File: src/design/assert_macros.svh
// ----------------------------------------------------------------------------
// assert_macros.svh
// Shared concurrent assertion macros for the byte ring FIFO.
// ----------------------------------------------------------------------------
`ifndef ASSERT_MACROS_SVH
`define ASSERT_MACROS_SVH

// check a property on every rising edge outside reset
`define ASSERT_CLK(lbl, clk, rst, prop) \
  lbl: assert property (@(posedge clk) disable iff (rst) (prop)) \
    else $error("assertion failed");

// check that a condition never holds outside reset
`define ASSERT_NEVER(lbl, clk, rst, expr) \
  `ASSERT_CLK(lbl, clk, rst, !(expr))

`endif

File: src/design/brf_pkg.sv
// ----------------------------------------------------------------------------
// brf_pkg
// Types and constants shared by the byte ring FIFO modules.
// ----------------------------------------------------------------------------
package brf_pkg;

  localparam int DATA_W     = 8;
  localparam int FILL_W     = 8;
  localparam int CAP_W      = 9;
  localparam int CFG_DATA_W = 9;
  localparam int CFG_IDX_W  = 2;

  localparam logic [CFG_IDX_W-1:0] REG_CAPACITY  = 2'd0;
  localparam logic [CFG_IDX_W-1:0] REG_OVERWRITE = 2'd1;

  localparam logic OP_PUSH = 1'b0;
  localparam logic OP_POP  = 1'b1;

  localparam logic [CAP_W-1:0] CAPACITY_RESET = 9'd256;
  localparam logic [CAP_W-1:0] MIN_SIZE       = 9'd2;

  typedef struct packed {
    logic              ok;
    logic              is_pop;
    logic              is_empty;
    logic              is_full;
    logic [FILL_W-1:0] fill_count;
  } status_t;

endpackage

File: src/design/brf_req_if.sv
// ----------------------------------------------------------------------------
// brf_req_if
// Request channel: one push or pop per transfer.
// ----------------------------------------------------------------------------
interface brf_req_if;
  logic                      valid;
  logic                      ready;
  logic                      op;
  logic [brf_pkg::DATA_W-1:0] data_in;

  modport source (output valid, output op, output data_in, input ready);
  modport sink (input valid, input op, input data_in, output ready);
endinterface

File: src/design/brf_rsp_if.sv
// ----------------------------------------------------------------------------
// brf_rsp_if
// Response channel: one result per transfer.
// ----------------------------------------------------------------------------
interface brf_rsp_if;
  logic                       valid;
  logic                       ready;
  logic                       ok;
  logic [brf_pkg::DATA_W-1:0] data_out;
  logic                       is_empty;
  logic                       is_full;
  logic [brf_pkg::FILL_W-1:0] fill_count;

  modport source (output valid, output ok, output data_out, output is_empty,
                  output is_full, output fill_count, input ready);
  modport sink (input valid, input ok, input data_out, input is_empty,
                input is_full, input fill_count, output ready);
endinterface

File: src/design/brf_ram.sv
// ----------------------------------------------------------------------------
// brf_ram
// Generic single-write, single-read RAM with registered read data.
// ----------------------------------------------------------------------------
module brf_ram #(
  parameter int WIDTH = 8,
  parameter int DEPTH = 256
) (
  input  logic                     clk,
  input  logic                     we,
  input  logic [$clog2(DEPTH)-1:0] waddr,
  input  logic [WIDTH-1:0]         wdata,
  input  logic                     re,
  input  logic [$clog2(DEPTH)-1:0] raddr,
  output logic [WIDTH-1:0]         rdata
);

  logic [WIDTH-1:0] mem [DEPTH];

  always_ff @(posedge clk) begin
    if (we) begin
      mem[waddr] <= wdata;
    end
    if (re) begin
      rdata <= mem[raddr];
    end
  end

endmodule

File: src/design/brf_ctrl.sv
// ----------------------------------------------------------------------------
// brf_ctrl
// Ring pointers, configuration registers, step decision and result status.
// ----------------------------------------------------------------------------
`include "assert_macros.svh"

module brf_ctrl #(
  parameter int DEPTH = 256
) (
  input  logic                                clk,
  input  logic                                rst,
  input  logic                                cfg_we,
  input  logic [brf_pkg::CFG_IDX_W-1:0]       cfg_index,
  input  logic [brf_pkg::CFG_DATA_W-1:0]      cfg_data,
  input  logic                                step,
  input  logic                                op,
  input  logic [brf_pkg::DATA_W-1:0]          data_in,
  output logic                                ram_we,
  output logic [$clog2(DEPTH)-1:0]            ram_waddr,
  output logic [brf_pkg::DATA_W-1:0]          ram_wdata,
  output logic                                ram_re,
  output logic [$clog2(DEPTH)-1:0]            ram_raddr,
  output brf_pkg::status_t                    status
);

  localparam int AW = $clog2(DEPTH);
  localparam int SW = $clog2(DEPTH + 1);
  localparam int CW = (SW > brf_pkg::CAP_W) ? SW : brf_pkg::CAP_W;
  localparam logic [CW-1:0] DEPTH_C = CW'(DEPTH);

  logic [brf_pkg::CAP_W-1:0] capacity;
  logic                      overwrite_mode;
  logic [AW-1:0]             write_index;
  logic [AW-1:0]             read_index;

  logic [CW-1:0] cap_ext;
  logic [CW-1:0] size;
  logic          enabled;
  logic          is_push;
  logic          is_pop;
  logic          full_now;
  logic          push_ok;
  logic          pop_ok;
  logic [AW-1:0] wi_adv;
  logic [AW-1:0] ri_adv;
  logic [AW-1:0] write_index_next;
  logic [AW-1:0] read_index_next;
  logic [CW-1:0] wi_ext;
  logic [CW-1:0] ri_ext;
  logic [CW-1:0] fill;
  brf_pkg::status_t status_next;

  function automatic logic [AW-1:0] advance(input logic [AW-1:0] idx,
                                            input logic [CW-1:0] sz);
    logic [CW-1:0] inc;
    inc = CW'(idx) + CW'(1);
    return (inc >= sz) ? AW'(0) : inc[AW-1:0];
  endfunction

  always_comb begin
    cap_ext  = CW'(capacity);
    size     = (cap_ext > DEPTH_C) ? DEPTH_C : cap_ext;
    enabled  = size >= CW'(brf_pkg::MIN_SIZE);
    is_push  = op == brf_pkg::OP_PUSH;
    is_pop   = op == brf_pkg::OP_POP;
    wi_adv   = advance(write_index, size);
    ri_adv   = advance(read_index, size);
    full_now = wi_adv == read_index;
    push_ok  = enabled && is_push && (!full_now || overwrite_mode);
    pop_ok   = enabled && is_pop && (write_index != read_index);

    write_index_next = push_ok ? wi_adv : write_index;
    read_index_next  = read_index;
    if ((push_ok && full_now) || pop_ok) begin
      read_index_next = ri_adv;
    end

    wi_ext = CW'(write_index_next);
    ri_ext = CW'(read_index_next);
    if (wi_ext >= ri_ext) begin
      fill = wi_ext - ri_ext;
    end else begin
      fill = size - (ri_ext - wi_ext);
    end

    status_next.ok         = push_ok || pop_ok;
    status_next.is_pop     = is_pop;
    status_next.is_empty   = write_index_next == read_index_next;
    status_next.is_full    = enabled &&
                             (advance(write_index_next, size) == read_index_next);
    status_next.fill_count = enabled ? fill[brf_pkg::FILL_W-1:0] : '0;
  end

  assign ram_we    = step && push_ok;
  assign ram_waddr = write_index;
  assign ram_wdata = data_in;
  assign ram_re    = step && pop_ok;
  assign ram_raddr = read_index;

  always_ff @(posedge clk) begin
    if (rst) begin
      capacity       <= brf_pkg::CAPACITY_RESET;
      overwrite_mode <= 1'b0;
      write_index    <= '0;
      read_index     <= '0;
    end else if (cfg_we) begin
      case (cfg_index)
        brf_pkg::REG_CAPACITY: begin
          capacity    <= cfg_data[brf_pkg::CAP_W-1:0];
          write_index <= '0;
          read_index  <= '0;
        end
        brf_pkg::REG_OVERWRITE: begin
          overwrite_mode <= cfg_data[0];
        end
        default: begin
        end
      endcase
    end else if (step) begin
      write_index <= write_index_next;
      read_index  <= read_index_next;
    end
  end

  always_ff @(posedge clk) begin
    if (step) begin
      status <= status_next;
    end
  end

  `ASSERT_CLK(a_wi_in_ring, clk, rst, enabled |-> (CW'(write_index) < size))
  `ASSERT_CLK(a_ri_in_ring, clk, rst, enabled |-> (CW'(read_index) < size))
  `ASSERT_NEVER(a_full_and_empty, clk, rst, $past(step) && status.is_full && status.is_empty)

endmodule

File: src/design/byte_ring_fifo.sv
// ----------------------------------------------------------------------------
// byte_ring_fifo
// Byte ring FIFO keeping one slot empty, with optional overwrite of the oldest
// byte on a push into a full ring.
// ----------------------------------------------------------------------------
// Results: a result appears in the cycle after its request transfer; the slot
// RAM's registered read and the status register set it.
// Throughput: one push or pop per cycle while results are taken; pointers advance at the transfer edge.
// A stalled result holds the request channel until it is taken.
// Reset: synchronous; pointers clear, capacity 256, overwrite off, no result
// pending. Slot contents are not cleared.
module byte_ring_fifo #(
  parameter int DEPTH = 256
) (
  input  logic                           clk,
  input  logic                           rst,
  input  logic                           cfg_we,
  input  logic [brf_pkg::CFG_IDX_W-1:0]  cfg_index,
  input  logic [brf_pkg::CFG_DATA_W-1:0] cfg_data,
  brf_req_if.sink                        req,
  brf_rsp_if.source                      rsp
);

  localparam int AW = $clog2(DEPTH);

  logic                       step;
  logic                       out_valid;
  logic                       ram_we;
  logic [AW-1:0]              ram_waddr;
  logic [brf_pkg::DATA_W-1:0] ram_wdata;
  logic                       ram_re;
  logic [AW-1:0]              ram_raddr;
  logic [brf_pkg::DATA_W-1:0] ram_rdata;
  brf_pkg::status_t           status;

  assign req.ready = !out_valid || rsp.ready;
  assign step      = req.valid && req.ready;

  always_ff @(posedge clk) begin
    if (rst) begin
      out_valid <= 1'b0;
    end else if (step) begin
      out_valid <= 1'b1;
    end else if (rsp.ready) begin
      out_valid <= 1'b0;
    end
  end

  brf_ctrl #(.DEPTH(DEPTH)) u_ctrl (
    .clk       (clk),
    .rst       (rst),
    .cfg_we    (cfg_we),
    .cfg_index (cfg_index),
    .cfg_data  (cfg_data),
    .step      (step),
    .op        (req.op),
    .data_in   (req.data_in),
    .ram_we    (ram_we),
    .ram_waddr (ram_waddr),
    .ram_wdata (ram_wdata),
    .ram_re    (ram_re),
    .ram_raddr (ram_raddr),
    .status    (status)
  );

  brf_ram #(.WIDTH(brf_pkg::DATA_W), .DEPTH(DEPTH)) u_slots (
    .clk   (clk),
    .we    (ram_we),
    .waddr (ram_waddr),
    .wdata (ram_wdata),
    .re    (ram_re),
    .raddr (ram_raddr),
    .rdata (ram_rdata)
  );

  assign rsp.valid      = out_valid;
  assign rsp.ok         = status.ok;
  assign rsp.data_out   = (status.ok && status.is_pop) ? ram_rdata : '0;
  assign rsp.is_empty   = status.is_empty;
  assign rsp.is_full    = status.is_full;
  assign rsp.fill_count = status.fill_count;

  `ASSERT_CLK(a_step_gives_result, clk, rst, step |=> out_valid)
  `ASSERT_CLK(a_read_only_on_step, clk, rst, (ram_re || ram_we) |-> step)
  `ASSERT_NEVER(a_read_during_stall, clk, rst, ram_re && out_valid && !rsp.ready)

endmodule
File: src/flat_wrapper.sv
// flat-port wrapper written by rule: the top's interface ports become plain ports
module byte_ring_fifo_flat 
#(
  parameter int DEPTH = 256
)
  (clk, rst, cfg_we, cfg_index, cfg_data, req_valid, req_op, req_data_in, req_ready, rsp_valid, rsp_ok, rsp_data_out, rsp_is_empty, rsp_is_full, rsp_fill_count, rsp_ready);
  brf_req_if req_i ();
  brf_rsp_if rsp_i ();
  input  logic clk;
  input  logic rst;
  input  logic cfg_we;
  input  logic [brf_pkg::CFG_IDX_W-1:0] cfg_index;
  input  logic [brf_pkg::CFG_DATA_W-1:0] cfg_data;
  input wire logic [$bits(req_i.valid)-1:0] req_valid;
  input wire logic [$bits(req_i.op)-1:0] req_op;
  input wire logic [$bits(req_i.data_in)-1:0] req_data_in;
  output wire logic [$bits(req_i.ready)-1:0] req_ready;
  output wire logic [$bits(rsp_i.valid)-1:0] rsp_valid;
  output wire logic [$bits(rsp_i.ok)-1:0] rsp_ok;
  output wire logic [$bits(rsp_i.data_out)-1:0] rsp_data_out;
  output wire logic [$bits(rsp_i.is_empty)-1:0] rsp_is_empty;
  output wire logic [$bits(rsp_i.is_full)-1:0] rsp_is_full;
  output wire logic [$bits(rsp_i.fill_count)-1:0] rsp_fill_count;
  input wire logic [$bits(rsp_i.ready)-1:0] rsp_ready;
  assign req_i.valid = req_valid;
  assign req_i.op = req_op;
  assign req_i.data_in = req_data_in;
  assign req_ready = req_i.ready;
  assign rsp_valid = rsp_i.valid;
  assign rsp_ok = rsp_i.ok;
  assign rsp_data_out = rsp_i.data_out;
  assign rsp_is_empty = rsp_i.is_empty;
  assign rsp_is_full = rsp_i.is_full;
  assign rsp_fill_count = rsp_i.fill_count;
  assign rsp_i.ready = rsp_ready;
  byte_ring_fifo #(.DEPTH(DEPTH)) u_core (.clk(clk), .rst(rst), .cfg_we(cfg_we), .cfg_index(cfg_index), .cfg_data(cfg_data), .req(req_i), .rsp(rsp_i));
endmodule
File: config.mk
export PLATFORM = sky130hd
export DESIGN_NAME = byte_ring_fifo_flat
export DESIGN_NICKNAME = d
export VERILOG_FILES = /design/src/design/brf_pkg.sv /design/src/design/brf_req_if.sv /design/src/design/brf_rsp_if.sv /design/src/design/brf_ram.sv /design/src/design/brf_ctrl.sv /design/src/design/byte_ring_fifo.sv /design/src/flat_wrapper.sv
export VERILOG_INCLUDE_DIRS = /design/src /design/src/design
export SDC_FILE = /design/constraint.sdc
export NUM_CORES = 2
export LEC_CHECK = 0
export BUFFER_PORTS_ARGS = -buffer_cell sky130_fd_sc_hd__buf_2
export CORE_ASPECT_RATIO = 0.7
export CORE_MARGIN = 10
export CORE_UTILIZATION = 30
export DETAILED_ROUTE_END_ITERATION = 7
export MAX_ROUTING_LAYER = met4
export PLACE_DENSITY = 0.4
export SYNTH_ARGS = -nofsm -noshare
export SYNTH_HDL_FRONTEND = slang
export SYNTH_SLANG_ARGS = --single-unit
File: constraint.sdc
create_clock -name clk -period 8.7 [get_ports clk]
set_input_delay 0.87 -clock clk [delete_from_list [all_inputs] [get_ports clk]]
set_output_delay 0.87 -clock clk [all_outputs]
set_load 0.02 [all_outputs]
==> tab_implementation.tex <==
\begin{tabular}{lr}
\hline
Metric & Value \\
\hline
\multicolumn{2}{l}{\textbf{Run status}} \\
\quad Run status & finished clean \\
\multicolumn{2}{l}{\textbf{Worst setup path}} \\
\quad Critical path destination & u\_core.u\_ctrl.status[8] \\
\quad Worst-path maximum fanout & 17 \\
\quad Crit Reg-Reg Startpoint & u\_core.u\_ctrl.ram\_waddr[3] \\
\quad CP arrival & about 8.4 ns \\
\quad Data required time at the worst endpoint & 9.40 ns \\
\quad Kind of critical path & reg2reg \\
\quad Cell with the biggest individual delay on the critical path & dfxtp\_1 \\
\quad Depth of the worst register-to-register path & 25 \\
\quad Critical path endpoint category & flip-flop \\
\quad Type of origin of the critical path & flip-flop \\
\quad Slowest stage delay, CP & between 0.7 and 0.8 ns \\
\quad Worst flop-to-flop path endpoint & u\_core.u\_ctrl.status[8] \\
\quad R2R setup slack & $\sim$0.99 ns \\
\quad Source of the critical timing path & u\_core.u\_ctrl.ram\_waddr[3] \\
\multicolumn{2}{l}{\textbf{Global route}} \\
\quad Via count of the first global-routing pass & roughly 40,000 \\
\quad Pin count of the biggest net entering global routing & 165 \\
\quad Initial antenna violation count & 27 \\
\quad Final global-route overflow total & 0 \\
\quad First-pass GRT wire length & about 330,000 µm \\
\quad Total global routing track utilization & 16.0\% \\
\multicolumn{2}{l}{\textbf{Place}} \\
\quad Placed cell areas & 87,900 µm² \\
\quad Total instance count after detailed placement & 7,330 \\
\quad Count of buffers from port buffering & 45 \\
\quad Final RePlAce weighted congestion & 0.836 \\
\quad HPWL reported at the end of detailed placement & 140,000 µm \\
\multicolumn{2}{l}{\textbf{Timing}} \\
\quad Shortest period the worst path allows & 7.71 ns \\
\quad Final Skew & approximately 0.058 ns \\
\quad Post-route clock period utilization & between 80\% and 90\% \\
\quad Fmax & 130 MHz \\
\quad Normalized max-slew margin & 12.3\% \\
\quad Setup violations, final & 0 \\
\quad TNS Setup & 0 ns \\
\quad Transition time at the pin with the least slew margin & 1.31 ns \\
\quad Final hold violation count & 0 \\
\quad RSZ-0062 raised after global routing & false \\
\quad Final Max Slew Viols & 0 \\
\multicolumn{2}{l}{\textbf{Yosys}} \\
\quad Distinct cell type count of the synthesized netlist & 69 \\
\quad Post-synthesis area per instance & 22.1 µm² \\
\quad Post-Syn Instances & 3,762 \\
\quad Async SR Flop Fraction & 0\% \\
\quad Area contributors post-synth & edfxtp\_1 75\%, mux4\_2 18\%, nor2\_1 1.4\% \\
\quad Cell type with the largest total area after synthesis & edfxtp\_1 \\
\quad Post-synthesis instance area & 83,200 µm² \\
\quad Post-synthesis net count & slightly below 4,000 \\
\quad Synth Flop Type & edfxtp\_1 \\
\quad Post-synth top area share & 74.7\% \\
\quad Syn. warnings & 0 \\
\quad Number of enable flip-flop cells after synthesis & 2,068 \\
\quad Total of flip-flops plus latches after synthesis & 2,095 \\
\quad Proportion of synthesized chip area in sequential cells & between 70\% and 80\% \\
\multicolumn{2}{l}{\textbf{CTS}} \\
\quad Clock H-tree levels & 4 \\
\quad TritonCTS clock tree & yes \\
\quad Hold\_buf cts & 0 \\
\quad Clk sink count & 2,095 \\
\quad Clock edge transition at the registers on the reported setup and hold paths & 0.06 ns \\
\quad Maximum clock insertion buffer count & 4 \\
\quad Resized cells post-CTS & 0 \\
\quad CTS Buf Count & 210 \\
\quad Worst-Skew Late Latency & 0.85 ns \\
\quad Number of buffers inserted by post-CTS setup repair & 0 \\
\quad CTS root buf & clkbuf\_16 \\
\multicolumn{2}{l}{\textbf{Final layout}} \\
\quad Final layout net count & about 4,000 \\
\quad Fin cells & 7,700 \\
\quad Multi-input combinational cell area & 19,600 µm² \\
\quad Area overhead of the layout relative to synthesis & 13.3\% \\
\quad Final Cell Area & between 90,000 and 100,000 µm² \\
\quad Share of cells above drive strength 1 & 27.5\% \\
\quad Filler instances & around 26,000 \\
\quad Sequential cell area in the final layout & 62,700 µm² \\
\multicolumn{2}{l}{\textbf{Power and ir drop}} \\
\quad Power per unit of standard cell area & 215 nW/µm² \\
\quad Reported leakage power & 27.6 nW \\
\quad Total power & approximately 0.020 W \\
\quad Worst VDD drop & 150 µV \\
\multicolumn{2}{l}{\textbf{Floorplanning}} \\
\quad Core footprint & 275,000 µm² \\
\quad Floorplan row count & 161 \\
\quad Boundary Pins & 46 \\
\quad Initial Utilization & 30.2\% \\
\quad Vertical die dimension & 461 µm \\
\quad Die ar. & between 200,000 and 300,000 µm² \\
\quad Die width & 649 µm \\
\multicolumn{2}{l}{\textbf{Detailed routing}} \\
\quad Final routed wire length divided by cell count & 30.8 µm \\
\quad Remaining number of nets flagged by the antenna check after routing & 0 \\
\quad DRC violation count after routing & 0 \\
\quad Length of the first detailed-routing pass in iterations & 7 \\
\quad Average vias per placed instance & 5.04 \\
\quad Initial drt markers & 4,175 \\
\quad Detailed-route via count & 38,800 \\
\quad Total detailed-routing wirelength & 237,000 µm \\
\multicolumn{2}{l}{\textbf{Job}} \\
\quad Max-cap viol count & 0 \\
\multicolumn{2}{l}{\textbf{Min path}} \\
\quad Hold WC Path Type & in2reg \\
\hline
\end{tabular}
power breakdown:
part	switching, W	internal (W)
combinational	0.000307	0.000100
clock	0.00388	0.00483
sequential	0.00000728	0.0111
layout make-up:
cell class / instances / share of cell area (%)
multi-input combinational: 1412 / 20.8
timing repair buffer: 120 / 0.992
clock inverter: 99 / 0.824
tap: 3667 / 4.87
inverter: 36 / 0.143
clock buffer: 265 / 5.88
sequential: 2095 / 66.5
antenna: 6 / 0.0159
cell usage in the layout, fill, tap and decap left out, types with 12 or more instances in the layout:
master     count
nand2_1       66
clkinv_2      27
inv_1         34
a21o_1        13
buf_2         37
clkinv_1      52
nand2_2       13
mux4_2       680
nand3_1       14
and3_1        12
o21ai_0       16
a21oi_1       43
dfxtp_1       22
a31oi_1       12
ha_1          48
nor2_1       318
nor2b_1       12
bufinv_16     12
buf_4         69
edfxtp_1    2068
xnor2_1       32
clkbuf_16    213
clkbuf_1      50
Yosys cell counts, types with 12 or more instances:
cell type and number:
mux4_2 680, nand2_1 81, nor2_1 318, inv_1 34, a21o_1 13, nand3_1 14
dfxtp_1 27, clkbuf_1 132, xnor2_1 32, nor2b_1 13, edfxtp_1 2068, ha_1 48
buf_1 70, and3_1 12, o21ai_0 16, a21oi_1 43, a31oi_1 12
worst min-delay path by stage:
stage	slack, ns	startpoint	to	depth (start not counted)
floorplan	0.43	u_core.u_ctrl.cap_ext[0]	u_core.u_ctrl.cap_ext[0]	2
global placement	0.45	u_core.u_ctrl.cap_ext[0]	u_core.u_ctrl.cap_ext[0]	2
detailed placement	0.46	u_core.u_ctrl.cap_ext[0]	u_core.u_ctrl.cap_ext[0]	2
CTS	0.17	cfg_data[8]	u_core.u_ctrl.cap_ext[8]	2
global route	0.20	cfg_data[8]	u_core.u_ctrl.cap_ext[8]	2
finish	0.26	cfg_data[8]	u_core.u_ctrl.cap_ext[8]	2
logic make-up (layout without fill, tap and decap cells):
logic type | after synthesis | after routing | share of synthesized area, %
other | 0 | 6 | 0
buffers and inverters | 255 | 520 | 1.21
adder cells (fa/ha/maj) | 56 | 56 | 0.915
XOR/XNOR | 42 | 42 | 0.451
multiplexers | 694 | 694 | 18.6
flip-flops | 2095 | 2095 | 75.3
AND/OR/NAND/NOR | 491 | 491 | 2.50
AO/OA/AOI/OAI | 129 | 129 | 1.02
state kept, by name, indices dropped and copies added (netlist names):
name                          count
u_core.u_ctrl.ram_raddr           8
u_core.u_ctrl.ram_waddr           8
u_core.u_ctrl.status             12
u_core.u_ctrl.cap_ext             9
u_core.u_ctrl.overwrite_mode      1
u_core.u_slots.mem             2048
u_core.u_slots.rdata              8
u_core.rsp.valid                  1
per-stage QoR:
| step | setup slack, ns | hold slack [ns] | utilization [%] |
|---|---|---|---|
| final | 0.991 | 0.261 | 34.2 |
| after floorplan | 2.48 | 0.432 | - |
| after global placement | 1.12 | 0.448 | 31.9 |
| after global routing | 0.544 | 0.198 | 34.2 |
| after detailed placement | 1.25 | 0.457 | 31.9 |
| after CTS | 1.22 | 0.168 | 34.2 |
layer usage:
layer / up-vias / track usage (%) / wire length (µm)
met1: 21400 / 24.1 / 114000
met2: 1106 / 23.4 / 106000
li1: 16000 / - / -
met3: 253 / 2.27 / 13400
met5: - / - / 0
met4: 0 / 2.56 / 3680
critical path: cells and delay by family, from the launching register on:
| family | cells | cell delay, ns |
|---|---|---|
| AOI/OAI and AO/OA | 12 | 3.64 |
| xor gates and xnor gates | 1 | 0.35 |
| adders and majority gates | 3 | 0.75 |
| buffers and inverters | 1 | 0.22 |
| DFF | 1 | 0.74 |
| muxes | 1 | 0.37 |
| and+or+nand+nor | 7 | 1.44 |
No activity file was read; power rests on OpenSTA's default activity.
